### config.mk
export PLATFORM = sky130hd
export DESIGN_NAME = tcs_fifo
export DESIGN_NICKNAME = d
export VERILOG_FILES = /design/src/rtl/core/tcs_pkg.sv /design/src/rtl/core/tcs_fifo.sv
export SDC_FILE = /design/constraint.sdc
export NUM_CORES = 1
export LEC_CHECK = 0
export ABC_AREA = 1
export BUFFER_PORTS_ARGS = -buffer_cell sky130_fd_sc_hd__buf_2
export CORE_ASPECT_RATIO = 0.75
export CORE_UTILIZATION = 45
export DETAILED_ROUTE_END_ITERATION = 10
export GPL_TIMING_DRIVEN = 0
export HOLD_SLACK_MARGIN = 0.12
export PLACE_DENSITY_LB_ADDON = 0.2
export SLEW_MARGIN = 20
export SYNTH_ARGS = -nofsm -noshare
export SYNTH_HDL_FRONTEND = slang
export SYNTH_SLANG_ARGS = --single-unit
### constraint.sdc
create_clock -name i_clk -period 1.7 [get_ports i_clk]
set_input_delay 0.17 -clock i_clk [delete_from_list [all_inputs] [get_ports i_clk]]
set_output_delay 0.17 -clock i_clk [all_outputs]
set_load 0.005 [all_outputs]
### src/rtl/core/tcs_pkg.sv
// shared types, codes and constants of the text console scrollback block
package tcs_pkg;

    // default sizes of the cell store
    localparam int ROW_CAP_DEF    = 64;
    localparam int COL_CAP_DEF    = 128;
    localparam int COLOR_BITS_DEF = 16;

    // depth of the queues between the parts and on the result side
    localparam int QUEUE_DEPTH = 2;

    // item field widths
    localparam int OP_W       = 4;
    localparam int CHAR_W     = 8;
    localparam int IN_ROW_W   = 6;
    localparam int IN_COL_W   = 7;
    localparam int OUT_ROW_W  = 6;
    localparam int OUT_COL_W  = 7;
    localparam int PORT_COL_W = 16;

    // configuration port
    localparam int CFG_IDX_W  = 3;
    localparam int CFG_DATA_W = 16;
    localparam int ROWS_W     = 7;
    localparam int COLS_W     = 8;
    localparam int VIS_W      = 7;

    localparam logic [CFG_IDX_W-1:0] CFG_ROWS  = 3'd0;
    localparam logic [CFG_IDX_W-1:0] CFG_COLS  = 3'd1;
    localparam logic [CFG_IDX_W-1:0] CFG_VIS   = 3'd2;
    localparam logic [CFG_IDX_W-1:0] CFG_INK   = 3'd3;
    localparam logic [CFG_IDX_W-1:0] CFG_PAPER = 3'd4;

    localparam logic [ROWS_W-1:0]     ROWS_RESET  = 7'd64;
    localparam logic [COLS_W-1:0]     COLS_RESET  = 8'd80;
    localparam logic [VIS_W-1:0]      VIS_RESET   = 7'd16;
    localparam logic [PORT_COL_W-1:0] INK_RESET   = 16'hFFFF;
    localparam logic [PORT_COL_W-1:0] PAPER_RESET = 16'h0000;

    // command codes of an input item
    typedef enum logic [OP_W-1:0] {
        OP_CHAR   = 4'd0,
        OP_UP     = 4'd1,
        OP_DOWN   = 4'd2,
        OP_LEFT   = 4'd3,
        OP_RIGHT  = 4'd4,
        OP_BKSP   = 4'd5,
        OP_ENTER  = 4'd6,
        OP_RETURN = 4'd7,
        OP_INSERT = 4'd8,
        OP_READ   = 4'd9
    } t_op;

    // what the back end does with the cell store for one item
    typedef enum logic [1:0] {
        MK_NONE,
        MK_PUT,
        MK_CLEAR,
        MK_READ
    } t_mem_kind;

    // pointer part of a result item
    typedef struct packed {
        logic [OUT_ROW_W-1:0] write_row;
        logic [OUT_COL_W-1:0] write_col;
        logic [OUT_COL_W-1:0] view_col;
        logic [OUT_ROW_W-1:0] view_row;
        logic [OUT_ROW_W-1:0] back_depth;
        logic [OUT_ROW_W-1:0] back_view;
        logic [OUT_ROW_W-1:0] rows_filled;
    } t_ptrs;

    // classified item handed from front to back
    typedef struct packed {
        t_mem_kind         kind;
        logic [CHAR_W-1:0] ch;
        t_ptrs             ptrs;
    } t_cmd_info;

    // complete result item
    typedef struct packed {
        t_ptrs                 ptrs;
        logic [CHAR_W-1:0]     cell_char;
        logic [PORT_COL_W-1:0] cell_ink;
        logic [PORT_COL_W-1:0] cell_paper;
    } t_result;

endpackage

### src/rtl/core/tcs_fifo.sv
// small register queue used between front and back and on the result side
module tcs_fifo import tcs_pkg::*; #(
    parameter int WIDTH = 8,
    parameter int DEPTH = QUEUE_DEPTH
) (
    input  logic                       i_clk,
    input  logic                       i_rst_n,
    input  logic                       i_push,
    input  logic [WIDTH-1:0]           i_data,
    input  logic                       i_pop,
    output logic [WIDTH-1:0]           o_data,
    output logic                       o_full,
    output logic                       o_empty,
    output logic [$clog2(DEPTH+1)-1:0] o_count
);

    localparam int PW = (DEPTH > 1) ? $clog2(DEPTH) : 1;
    localparam int NW = $clog2(DEPTH + 1);

    logic [WIDTH-1:0] r_mem [DEPTH];
    logic [PW-1:0]    r_wptr;
    logic [PW-1:0]    r_rptr;
    logic [NW-1:0]    r_count;
    logic             do_push;
    logic             do_pop;

    assign o_full  = (r_count == NW'(DEPTH));
    assign o_empty = (r_count == '0);
    assign o_count = r_count;
    assign o_data  = r_mem[r_rptr];
    assign do_push = i_push && !o_full;
    assign do_pop  = i_pop && !o_empty;

    // pointers and fill count
    always_ff @(posedge i_clk) begin
        if (!i_rst_n) begin
            r_wptr  <= '0;
            r_rptr  <= '0;
            r_count <= '0;
        end else begin
            if (do_push) begin
                r_wptr <= (r_wptr == PW'(DEPTH - 1)) ? '0 : r_wptr + 1'b1;
            end
            if (do_pop) begin
                r_rptr <= (r_rptr == PW'(DEPTH - 1)) ? '0 : r_rptr + 1'b1;
            end
            if (do_push && !do_pop) begin
                r_count <= r_count + 1'b1;
            end else if (do_pop && !do_push) begin
                r_count <= r_count - 1'b1;
            end
        end
    end

    // entry storage
    always_ff @(posedge i_clk) begin
        if (do_push) begin
            r_mem[r_wptr] <= i_data;
        end
    end

endmodule

==> out/results.tsv <==
stage	metric	value	unit
cells_and_area	post-route-util	0.674	
drt	vias_per_cell	4.71	
global_route	grt_pass1_vias	531	
drt	drc_errors	0	
timing	rsz0062_at_grt	false	
clocking	cts_inserted_buffers	3	
drt	wl	1.27	mm
timing	finalHoldViolCount	0	
clocking	clk_path_buf_depth	2	
cells_and_area	layout_common_cells	buf_2 (24), edfxtp_1 (16), nor2_1 (10)	
setup_path	crit_path_cell_trace	o21ai_2, nor2_1	
placement	gp_congestion	0.771	
die	initial_utilization	0.517	
timing	hold_ws	123	ps
setup_path	critPathKind	reg2reg	
power	p_leak	0.459	nW
setup_path	crit_arrival	1400	ps
logic_synthesis	synth.avg_cell_area	13.1	µm²
setup_path	worstPathRequired	1630	ps
clocking	cts_tree	yes	
drt	first_pass_iters	4	
cells_and_area	fin_nets	112	
setup_path	crit_buf_inv	0	
clocking	post-cts-setup-buffer-count	0	
drt	final_antenna_net_count	0	
logic_synthesis	synth_async_sr_flop_share	0	
cells_and_area	drive_gt1_frac	0.398	
timing	finalSetupTns	0	ps
global_route	antenna_found_initial	0	
timing	setup_viol	0	
clocking	clk_pin_slew_worst_paths	110	ps
setup_path	ff2ff_path_depth	2	
drt	wl_per_cell	10.7	µm
timing	slew_viol_final	0	
global_route	grt_pass1_wl	2.02	mm
logic_synthesis	ys_types	15	
global_route	overflow	0	
logic_synthesis	syn_inst	63	
setup_path	critPathMaxStageDelay	550	ps
timing	skew	12.3	ps
die	die_width	51.4	µm
cells_and_area	area_delta_synth_final	30.2	%
hold_path	hold_class	in2reg	
die	core-area	1590	µm²
power	powerDensity	1270	nW/µm²
die	ios	24	
logic_synthesis	syn-cell-area	823	µm²
setup_path	crit_path_top_delay_cell	nor2_1	
logic_synthesis	synthesis.nets	76	
setup_path	worstSetupStartpointType	flip-flop	
timing	period_minus_slack	1470	ps
logic_synthesis	ys_seq_area_frac	0.705	
die	die_y	39.0	µm
clocking	ctsResizeCount	0	
global_route	track_usage	0.151	
logic_synthesis	ys.warnings.count	0	
clocking	clock_latency	300	ps
logic_synthesis	synth_seq_cells	21	
setup_path	crit_cells	2	
cells_and_area	nFillCells	131	
die	dieArea	2010	µm²
setup_path	path_max_fanout	8	
global_route	grt_max_degree	13	
timing	worst_slew_pin_slew	700	ps
outcome	status	complete, no violations	
drt	num_vias	561	
setup_path	endpoint_kind	flip-flop	
clocking	clockRootBuffer	clkbuf_4	
logic_synthesis	synth-edff-count	16	
clocking	htree_num_levels	1	
die	num_rows	12	
timing	fin_crit_sh	0.866	
logic_synthesis	ys.flop_type	edfxtp_1	
power	vdd_drop_max	928	µV
cells_and_area	layout_commonest_cell	buf_2	
hold_path	min_path_cells	3	
setup_path	crit_family	simple AND/OR/NAND/NOR gates	
placement	io_buffers	23	
placement	hpwl	911	µm
drt	drtIter0Drc	13	
run	cap_violations	0	
cells_and_area	diodes	0	
clocking	cts_sinks	21	
timing	relSlewSlack	0.532	
timing	fmax	679	MHz
## logic make-up after synthesis
logic type / after synthesis / synth area share
adder cells (fa/ha/maj): 1 / 0.0152
multiplexers: 8 / 0.109
AND/OR/NAND/NOR: 19 / 0.0942
buffers and inverters: 10 / 0.0471
flip-flops: 21 / 0.705
AO/OA/AOI/OAI: 4 / 0.0289
## routing by layer
metal | GRT usage | part of all wire
met1 | 0.155 | 0.41
met2 | 0.260 | 0.52
met3 | 0.0706 | 0.056
met4 | 0.0878 | 0.0094
met5 | 0 | 0
## cells in the mapped netlist (2+ instances only)
| master | instances | share of area |
|---|---|---|
| nor2_1 | 10 | 0.046 |
| inv_1 | 8 | 0.036 |
| o21ai_0 | 2 | 0.012 |
| dfxtp_1 | 5 | 0.12 |
| edfxtp_1 | 16 | 0.58 |
| nand2_1 | 6 | 0.027 |
| mux2_2 | 8 | 0.11 |
## worst paths after layout
| kind | startpoint | end | slack, ps |
|---|---|---|---|
| worst max-delay path | o_count[0] | r_mem[1][2] | 230 |
| worst min-delay path | i_rst_n | o_count[1] | 120 |
| worst max register to register | o_count[0] | r_mem[1][2] | 230 |
| worst min register to register | r_rptr | r_rptr | 510 |
## worst reg2reg max path: cells and delay by family, from the launching register on
kind | cells | cell delay, ps
AND/OR/NAND/NOR | 1 | 550
AO/OA/AOI/OAI | 1 | 110
flip-flops | 1 | 440
## area by class of cell
| cell class | instances | area, µm² | area share |
|---|---|---|---|
| repair buffers | 31 | 195 | 0.182 |
| multi-input cells | 32 | 204 | 0.190 |
| plain buffers | 1 | 5.00 | 0.00467 |
| clock buffers | 3 | 22.5 | 0.0210 |
| well taps | 21 | 26.3 | 0.0245 |
| flip-flops and latches | 21 | 581 | 0.541 |
| clock inverters | 1 | 5.00 | 0.00467 |
| inverters | 9 | 33.8 | 0.0315 |
## per-stage QoR
step	power (W)	setup WS, ps	instances	cell area, µm²
floorplan	0.000984	360	63	823
CTS	0.00138	200	119	1070
finish	0.00137	227	119	1070
global route	0.00145	88.6	119	1070
global placement	0.00113	245	107	965
detailed placement	0.00115	220	107	965
## state kept, by name, summed over array words and instances, names as in the netlist, named ones only
signal and flops:
o_count 2, r_mem 16, r_rptr 1, r_wptr 1
## power breakdown
part	total [W]	internal [W]	switching, W
Sequential	0.000701	0.000655	0.0000460
Clock	0.000223	0.0000876	0.000136
Combinational	0.000441	0.000211	0.000230
Total	0.00137	0.000954	0.000412
## what timing repair did
item	4_1_cts	5_1_grt
endpoints found under the setup margin	0	0
endpoints found under the hold margin	16	0
hold buffers	8	0
(Power assumes the default switching activity.)
