==> src/rtl/core/tcs_pkg.sv <==
// shared types, codes and constants of the text console scrollback block
package tcs_pkg;

    // default sizes of the cell store
    localparam int ROW_CAP_DEF    = 64;
    localparam int COL_CAP_DEF    = 128;
    localparam int COLOR_BITS_DEF = 16;

    // depth of the queues between the parts and on the result side
    localparam int QUEUE_DEPTH = 2;

    // item field widths
    localparam int OP_W       = 4;
    localparam int CHAR_W     = 8;
    localparam int IN_ROW_W   = 6;
    localparam int IN_COL_W   = 7;
    localparam int OUT_ROW_W  = 6;
    localparam int OUT_COL_W  = 7;
    localparam int PORT_COL_W = 16;

    // configuration port
    localparam int CFG_IDX_W  = 3;
    localparam int CFG_DATA_W = 16;
    localparam int ROWS_W     = 7;
    localparam int COLS_W     = 8;
    localparam int VIS_W      = 7;

    localparam logic [CFG_IDX_W-1:0] CFG_ROWS  = 3'd0;
    localparam logic [CFG_IDX_W-1:0] CFG_COLS  = 3'd1;
    localparam logic [CFG_IDX_W-1:0] CFG_VIS   = 3'd2;
    localparam logic [CFG_IDX_W-1:0] CFG_INK   = 3'd3;
    localparam logic [CFG_IDX_W-1:0] CFG_PAPER = 3'd4;

    localparam logic [ROWS_W-1:0]     ROWS_RESET  = 7'd64;
    localparam logic [COLS_W-1:0]     COLS_RESET  = 8'd80;
    localparam logic [VIS_W-1:0]      VIS_RESET   = 7'd16;
    localparam logic [PORT_COL_W-1:0] INK_RESET   = 16'hFFFF;
    localparam logic [PORT_COL_W-1:0] PAPER_RESET = 16'h0000;

    // command codes of an input item
    typedef enum logic [OP_W-1:0] {
        OP_CHAR   = 4'd0,
        OP_UP     = 4'd1,
        OP_DOWN   = 4'd2,
        OP_LEFT   = 4'd3,
        OP_RIGHT  = 4'd4,
        OP_BKSP   = 4'd5,
        OP_ENTER  = 4'd6,
        OP_RETURN = 4'd7,
        OP_INSERT = 4'd8,
        OP_READ   = 4'd9
    } t_op;

    // what the back end does with the cell store for one item
    typedef enum logic [1:0] {
        MK_NONE,
        MK_PUT,
        MK_CLEAR,
        MK_READ
    } t_mem_kind;

    // pointer part of a result item
    typedef struct packed {
        logic [OUT_ROW_W-1:0] write_row;
        logic [OUT_COL_W-1:0] write_col;
        logic [OUT_COL_W-1:0] view_col;
        logic [OUT_ROW_W-1:0] view_row;
        logic [OUT_ROW_W-1:0] back_depth;
        logic [OUT_ROW_W-1:0] back_view;
        logic [OUT_ROW_W-1:0] rows_filled;
    } t_ptrs;

    // classified item handed from front to back
    typedef struct packed {
        t_mem_kind         kind;
        logic [CHAR_W-1:0] ch;
        t_ptrs             ptrs;
    } t_cmd_info;

    // complete result item
    typedef struct packed {
        t_ptrs                 ptrs;
        logic [CHAR_W-1:0]     cell_char;
        logic [PORT_COL_W-1:0] cell_ink;
        logic [PORT_COL_W-1:0] cell_paper;
    } t_result;

endpackage

==> src/rtl/core/tcs_front.sv <==
// front end: accepts items, updates the row and column pointers, classifies store access
module tcs_front import tcs_pkg::*; #(
    parameter int ROW_CAP = ROW_CAP_DEF,
    parameter int COL_CAP = COL_CAP_DEF
) (
    input  logic                            i_clk,
    input  logic                            i_rst_n,
    input  logic                            i_push,
    output logic                            o_full,
    input  logic [OP_W-1:0]                 i_op,
    input  logic [CHAR_W-1:0]               i_char_code,
    input  logic [IN_ROW_W-1:0]             i_read_row,
    input  logic [IN_COL_W-1:0]             i_read_col,
    input  logic [ROWS_W-1:0]               i_cfg_rows,
    input  logic [COLS_W-1:0]               i_cfg_cols,
    input  logic [VIS_W-1:0]                i_cfg_vis,
    input  logic                            i_sweeping,
    input  logic                            i_cmd_full,
    output logic                            o_cmd_push,
    output t_cmd_info                       o_cmd_info,
    output logic [$clog2(ROW_CAP)-1:0]      o_cmd_row,
    output logic [$clog2(COL_CAP)-1:0]      o_cmd_col
);

    localparam int RW = $clog2(ROW_CAP);
    localparam int CW = $clog2(COL_CAP);
    localparam int WW = RW + 8;

    // pointer registers
    logic [RW-1:0] r_old, r_wr, r_vr, r_bd, r_bv;
    logic [CW-1:0] r_wc, r_vc;
    logic [RW-1:0] n_old, n_wr, n_vr, n_bd, n_bv;
    logic [CW-1:0] n_wc, n_vc;

    // saturated copies at the start of an item
    logic [RW-1:0] s_old, s_wr, s_vr, s_bd, s_bv;
    logic [CW-1:0] s_wc, s_vc;

    logic [RW-1:0] rm1;
    logic [CW-1:0] cm1;
    logic [VIS_W-1:0] vm1;
    logic [RW-1:0] fill_pre;
    logic [RW:0]   up_bd;
    logic          accept;
    t_mem_kind     kind;
    logic [CHAR_W-1:0] cmd_ch;

    // ring size over the rows, ring distance from oldest to write row
    function automatic logic [RW-1:0] f_filled(input logic [RW-1:0] wr,
                                               input logic [RW-1:0] old,
                                               input logic [RW-1:0] lim);
        if (wr >= old) begin
            return wr - old;
        end
        return wr - old + lim + 1'b1;
    endfunction

    assign o_full     = i_sweeping || i_cmd_full;
    assign accept     = i_push && !o_full;
    assign o_cmd_push = accept;

    // effective geometry from the registers
    always_comb begin
        if (i_cfg_rows == '0) begin
            rm1 = '0;
        end else if (32'(i_cfg_rows) > ROW_CAP) begin
            rm1 = RW'(ROW_CAP - 1);
        end else begin
            rm1 = RW'(i_cfg_rows - 7'd1);
        end
        if (i_cfg_cols == '0) begin
            cm1 = '0;
        end else if (32'(i_cfg_cols) > COL_CAP) begin
            cm1 = CW'(COL_CAP - 1);
        end else begin
            cm1 = CW'(i_cfg_cols - 8'd1);
        end
        vm1 = (i_cfg_vis == '0) ? '0 : i_cfg_vis - 7'd1;
    end

    // pull pointers back into a ring that may have shrunk
    always_comb begin
        s_old = (r_old > rm1) ? rm1 : r_old;
        s_wr  = (r_wr  > rm1) ? rm1 : r_wr;
        s_vr  = (r_vr  > rm1) ? rm1 : r_vr;
        s_bd  = (r_bd  > rm1) ? rm1 : r_bd;
        s_bv  = (r_bv  > rm1) ? rm1 : r_bv;
        s_wc  = (r_wc  > cm1) ? cm1 : r_wc;
        s_vc  = (r_vc  > cm1) ? cm1 : r_vc;
        fill_pre = f_filled(s_wr, s_old, rm1);
        up_bd    = {1'b0, s_bd} + 1'b1;
    end

    // per-command pointer update and store access
    always_comb begin
        n_old  = s_old;
        n_wr   = s_wr;
        n_vr   = s_vr;
        n_bd   = s_bd;
        n_bv   = s_bv;
        n_wc   = s_wc;
        n_vc   = s_vc;
        kind   = MK_NONE;
        o_cmd_row = s_wr;
        o_cmd_col = s_wc;
        cmd_ch = i_char_code;
        unique case (t_op'(i_op))
            OP_CHAR: begin
                kind = MK_PUT;
                if (s_wc == cm1) begin
                    n_wc = '0;
                    n_wr = (s_wr < rm1) ? s_wr + 1'b1 : '0;
                    if (n_wr == s_old) begin
                        n_old = (s_old < rm1) ? s_old + 1'b1 : '0;
                    end
                end else begin
                    n_wc = s_wc + 1'b1;
                end
                n_bd = '0;
                n_bv = '0;
                n_vc = n_wc;
            end
            OP_UP: begin
                n_bd = (up_bd > {1'b0, fill_pre}) ? fill_pre : up_bd[RW-1:0];
                if (WW'(n_bd) > WW'(s_bv) + WW'(vm1)) begin
                    n_bv = s_bv + 1'b1;
                end
            end
            OP_DOWN: begin
                if (s_bv == s_bd) begin
                    n_bv = (s_bv == '0) ? '0 : s_bv - 1'b1;
                end
                n_bd = (s_bd == '0) ? '0 : s_bd - 1'b1;
            end
            OP_LEFT: begin
                if (s_vc == '0) begin
                    if (fill_pre > s_bd) begin
                        n_vc = cm1;
                        n_bd = (s_bd < rm1) ? s_bd + 1'b1 : rm1;
                        if (WW'(n_bd) > WW'(s_bv) + WW'(vm1)) begin
                            n_bv = s_bv + 1'b1;
                        end
                    end
                end else begin
                    n_vc = s_vc - 1'b1;
                end
            end
            OP_RIGHT: begin
                if (s_bd == '0) begin
                    if (s_vc < s_wc) begin
                        n_vc = s_vc + 1'b1;
                    end
                end else if (s_vc == cm1) begin
                    // wrap to the next row down in the view
                    n_vc = '0;
                    if (s_bv == s_bd) begin
                        n_bv = (s_bv == '0) ? '0 : s_bv - 1'b1;
                    end
                    n_bd = s_bd - 1'b1;
                end else begin
                    n_vc = s_vc + 1'b1;
                end
            end
            OP_BKSP: begin
                if (s_wc == '0) begin
                    if (fill_pre != '0) begin
                        n_wc = cm1;
                        n_wr = (s_wr == '0) ? rm1 : s_wr - 1'b1;
                    end
                end else begin
                    n_wc = s_wc - 1'b1;
                end
                kind      = MK_PUT;
                o_cmd_row = n_wr;
                o_cmd_col = n_wc;
                cmd_ch    = '0;
                n_bd = '0;
                n_vc = n_wc;
                n_vr = n_wr;
            end
            OP_ENTER: begin
                n_wc = '0;
                n_wr = (s_wr < rm1) ? s_wr + 1'b1 : '0;
                if (n_wr == s_old) begin
                    n_old = (s_old < rm1) ? s_old + 1'b1 : '0;
                end
                // back end clears columns up to the last one in use
                kind      = MK_CLEAR;
                o_cmd_row = n_wr;
                o_cmd_col = cm1;
                n_bd = '0;
                n_bv = '0;
                n_vc = '0;
                n_vr = n_wr;
            end
            OP_RETURN: begin
                n_wc = '0;
                n_vc = '0;
            end
            OP_READ: begin
                if (32'(i_read_row) < ROW_CAP && 32'(i_read_col) < COL_CAP) begin
                    kind      = MK_READ;
                    o_cmd_row = RW'(i_read_row);
                    o_cmd_col = CW'(i_read_col);
                end
            end
            default: begin
                // insert and unused codes change nothing
            end
        endcase
    end

    // command to the back end
    always_comb begin
        o_cmd_info.kind             = kind;
        o_cmd_info.ch               = cmd_ch;
        o_cmd_info.ptrs.write_row   = OUT_ROW_W'(n_wr);
        o_cmd_info.ptrs.write_col   = OUT_COL_W'(n_wc);
        o_cmd_info.ptrs.view_col    = OUT_COL_W'(n_vc);
        o_cmd_info.ptrs.view_row    = OUT_ROW_W'(n_vr);
        o_cmd_info.ptrs.back_depth  = OUT_ROW_W'(n_bd);
        o_cmd_info.ptrs.back_view   = OUT_ROW_W'(n_bv);
        o_cmd_info.ptrs.rows_filled = OUT_ROW_W'(f_filled(n_wr, n_old, rm1));
    end

    // pointer state
    always_ff @(posedge i_clk) begin
        if (!i_rst_n) begin
            r_old <= '0;
            r_wr  <= '0;
            r_vr  <= '0;
            r_bd  <= '0;
            r_bv  <= '0;
            r_wc  <= '0;
            r_vc  <= '0;
        end else if (accept) begin
            r_old <= n_old;
            r_wr  <= n_wr;
            r_vr  <= n_vr;
            r_bd  <= n_bd;
            r_bv  <= n_bv;
            r_wc  <= n_wc;
            r_vc  <= n_vc;
        end
    end

endmodule

==> config.mk <==
export PLATFORM = sky130hd
export DESIGN_NAME = tcs_front
export DESIGN_NICKNAME = d
export VERILOG_FILES = /design/src/rtl/core/tcs_pkg.sv /design/src/rtl/core/tcs_front.sv
export SDC_FILE = /design/constraint.sdc
export NUM_CORES = 1
export LEC_CHECK = 0
export BUFFER_PORTS_ARGS = -buffer_cell sky130_fd_sc_hd__buf_2
export CAP_MARGIN = 20
export CORE_MARGIN = 8
export CORE_UTILIZATION = 40
export CTS_BUF_LIST = sky130_fd_sc_hd__clkbuf_8 sky130_fd_sc_hd__clkbuf_16
export CTS_CLUSTER_DIAMETER = 40
export DETAILED_ROUTE_END_ITERATION = 12
export RECOVER_POWER = 100
export REMOVE_ABC_BUFFERS = 1
export SLEW_MARGIN = 20
export SYNTH_ARGS = -nofsm -noshare
export SYNTH_HDL_FRONTEND = slang
export SYNTH_SLANG_ARGS = --single-unit
export TNS_END_PERCENT = 30
==> constraint.sdc <==
create_clock -name i_clk -period 24.9 [get_ports i_clk]
set_clock_uncertainty 0.1 [all_clocks]
set_input_delay 2.49 -clock i_clk [delete_from_list [all_inputs] [get_ports i_clk]]
set_output_delay 2.49 -clock i_clk [all_outputs]
set_load 0.02 [all_outputs]
==> results.py <==
metrics = {
    "route": {
        "vias": 12248,
        "drt-wirelength-per-cell_um": 21.7,
        "drcViolationCount": 0,
        "drt_iter0_markers": 1088,
        "dr.pass1.iters": 6,
        "postRouteWirelength_um": 42000,
        "vias_per_cell": 6.33,
        "ant_nets": 0,
    },
    "cts": {
        "cts_hold_buf": 0,
        "cts_made_buffers": 5,
        "cts_setup_buffers": 0,
        "clock-root-buffer": "clkbuf_16",
        "cts_resized": 0,
        "clock_sinks": 44,
        "path_clk_slew_ps": 80,
        "clk_path_buf_depth": 2,
        "htreeDepth": 2,
        "cts_tree": "yes",
        "clock_latency_ps": 310,
    },
    "synth": {
        "synthFlopType": "dfxtp_1",
        "synth_edf_count": 0,
        "ys_warn_count": 0,
        "synth-seq-area-share_pct": 8.37,
        "synth_area_leaders": "ha_1 16%, dfxtp_1 8.4%, o21ai_0 5.9%, a21oi_1 5.7%, nor2_1 4.8%",
        "netlist_top_cells_count": "136 x nor2_1, 134 x ha_1, 131 x nand2_1",
        "muxShareOfSynthArea_pct": 4.10,
        "syn_inst": 1529,
        "yosys.area.top_type": "ha_1",
        "synthSimpleGateAreaFrac_pct": 24.1,
        "synth_top_area_share_pct": 15.9,
        "syn_area_per_cell_um2": 6.89,
        "async_flop_share_pct": 0,
        "synth_top_family_by_area": "compound AO/OA/AOI/OAI gates",
        "synthXorXnorAreaFrac_pct": 5.49,
        "yosys.area_share.adder_pct": 16.9,
        "synth.cell_area_mm2": 0.0105,
        "ys_ff_latch": 44,
        "synthMostInstantiatedCell": "nor2_1",
        "synth_compound_area_share_pct": 34.8,
        "synth_cell_types": 95,
    },
    "min_path": {
        "worstHoldPathType": "reg2reg",
    },
    "finish": {
        "area_growth_syn_to_layout_pct": 8.15,
        "nFillCells": 2831,
        "drive_above_1_share_pct": 7.56,
        "antenna_cells_inserted": 0,
        "post-route-util_pct": 43.8,
        "final_nets": 1791,
    },
    "placed_design": {
        "io_buffers": 120,
        "dp_slack_ps": 9510,
        "place_congestion": 0.957,
        "dpl.hpwl_um": 32900,
    },
    "worst_setup_path": {
        "worst_path_max_delay_cell": "o31a_1",
        "crit_arrival_ps": 13180,
        "r2r_slack_ps": 15940,
        "required_ps": 22310,
        "end_kind": "primary output",
        "critical_path_class": "in2out",
        "timing.critical_path.slowest_cell_delay_ps": 650,
        "critPathMaxFanout": 16,
        "start_kind": "input pin",
    },
    "floorplanning": {
        "coreArea_mm2": 0.0260,
        "die_area_mm2": 0.0318,
        "initial_core_util_pct": 40.5,
        "ios": 121,
        "die_w_um": 178,
        "num_rows": 59,
        "die_h_um": 178,
    },
    "sta": {
        "worst_slew_pin_slew_ps": 2120,
        "drv_slew": 29,
        "rsz0062_at_grt": "false",
        "min_period_ps": 15770,
        "setup_slack_ps": 9130,
        "period_share_pct": 63.3,
        "hold_viol_final": 0,
        "fmax_mhz": 63.4,
        "setup_viol_count_final": 0,
        "fin_tns_setup_ps": 0,
        "relSlewSlack_pct": -41.4,
    },
    "global_routing": {
        "grt_pass1_wl_um": 65000,
        "grt_overflow": 0,
        "grt_max_degree": 62,
        "grt_pass1_vias": 11521,
        "grt.total_usage_pct": 25.5,
        "antenna_found_initial": 0,
    },
    "power": {
        "power.leakage_uw": 0.00496,
        "peakVddDrop_mv": 0.0701,
        "p_per_area_mw_per_mm2": 45.3,
    },
    "run_status": {
        "violations": "capacitance limit, slew limit",
        "status": "finished, violations left",
    },
    "run": {
        "maxCapViolCount": 1,
    },
}
layer usage:
| metal | share of wire [%] | vias up | GRT usage, % |
|---|---|---|---|
| met2 | 45 | 495 | 41.6 |
| met3 | 7.6 | 98 | 3.73 |
| met5 | 0 | - | 0 |
| li1 | - | 5851 | - |
| met1 | 45 | 5804 | 34.3 |
| met4 | 2.8 | 0 | 7.13 |
layout by cell type (no fill, tap or decap), types with 11 or more instances in the layout:
| master | instances |
|---|---|
| nor3_1 | 46 |
| o22ai_1 | 16 |
| mux2i_1 | 24 |
| buf_2 | 51 |
| a211oi_1 | 11 |
| a21oi_1 | 119 |
| mux2_2 | 11 |
| or2_2 | 11 |
| a21o_1 | 28 |
| or3_1 | 12 |
| nand3_1 | 48 |
| o21ai_0 | 123 |
| nand2_1 | 131 |
| and2_1 | 17 |
| o31ai_1 | 13 |
| a31oi_1 | 36 |
| ha_1 | 134 |
| a221oi_1 | 12 |
| nor2_1 | 136 |
| and3_1 | 12 |
| dfxtp_1 | 44 |
| xnor2_1 | 51 |
| xor2_1 | 15 |
| o21a_1 | 28 |
| nor2b_1 | 22 |
| nand4_1 | 22 |
| inv_1 | 105 |
| clkbuf_1 | 70 |
| nand2b_1 | 17 |
| o211ai_1 | 22 |
path summary, 6_finish.rpt:
path / end / cells after the start / from
setup reg to reg: r_bv[0] / 38 / r_wr[0]
setup / recovery: o_cmd_info[7] / 44 / i_cfg_rows[4]
hold / removal: r_wc[6] / 2 / r_wc[6]
hold reg to reg: r_wc[6] / 2 / r_wc[6]
kinds of logic after synthesis:
kind of cell	Yosys count
compound gates	548
xor+xnor	66
fa+ha+maj	140
buf+inv	174
flops	44
mux	39
simple gates	518
worst max-delay path, delay by kind of cell:
family / cells / cell delay, ps
mux: 2 / 940
fa+ha+maj: 6 / 1780
buf+inv: 5 / 1070
xor+xnor: 2 / 270
simple gates: 10 / 2310
compound gates: 19 / 4310
registers in the layout, indices dropped and copies added (netlist names):
signal,flops
r_bv,6
r_vr,6
r_wr,6
r_bd,6
r_old,6
r_wc,7
r_vc,7
report_power, final:
part | leakage [uW] | internal, uW | switching, uW
registers | 0.000359 | 73.5 | 5.83
logic | 0.00453 | 134 | 231
clock network | 0.0000709 | 36.4 | 34.9
total | 0.00496 | 244 | 272
area by class of cell:
type	count	area (um^2)	share of cell area [%]
sequential	44	881	7.74
inverter	110	413	3.63
tap	335	419	3.68
multi-input combinational	1311	8960	78.7
timing repair buffer	129	578	5.08
clock buffer	5	125	1.10
clock inverter	2	8.76	0.0769
per-stage QoR:
| step | instance area, um^2 | std cells | power, uW | hold WS [ps] |
|---|---|---|---|---|
| after floorplan | 10300 | 1465 | 343 | 367 |
| after CTS | 11500 | 1936 | 517 | 412 |
| after global placement | 11400 | 1929 | 441 | 396 |
| after global routing | 11400 | 1936 | 556 | 453 |
| final | 11400 | 1936 | 516 | 412 |
| after detailed placement | 11400 | 1929 | 445 | 400 |
No activity file was read; power rests on OpenSTA's default activity.
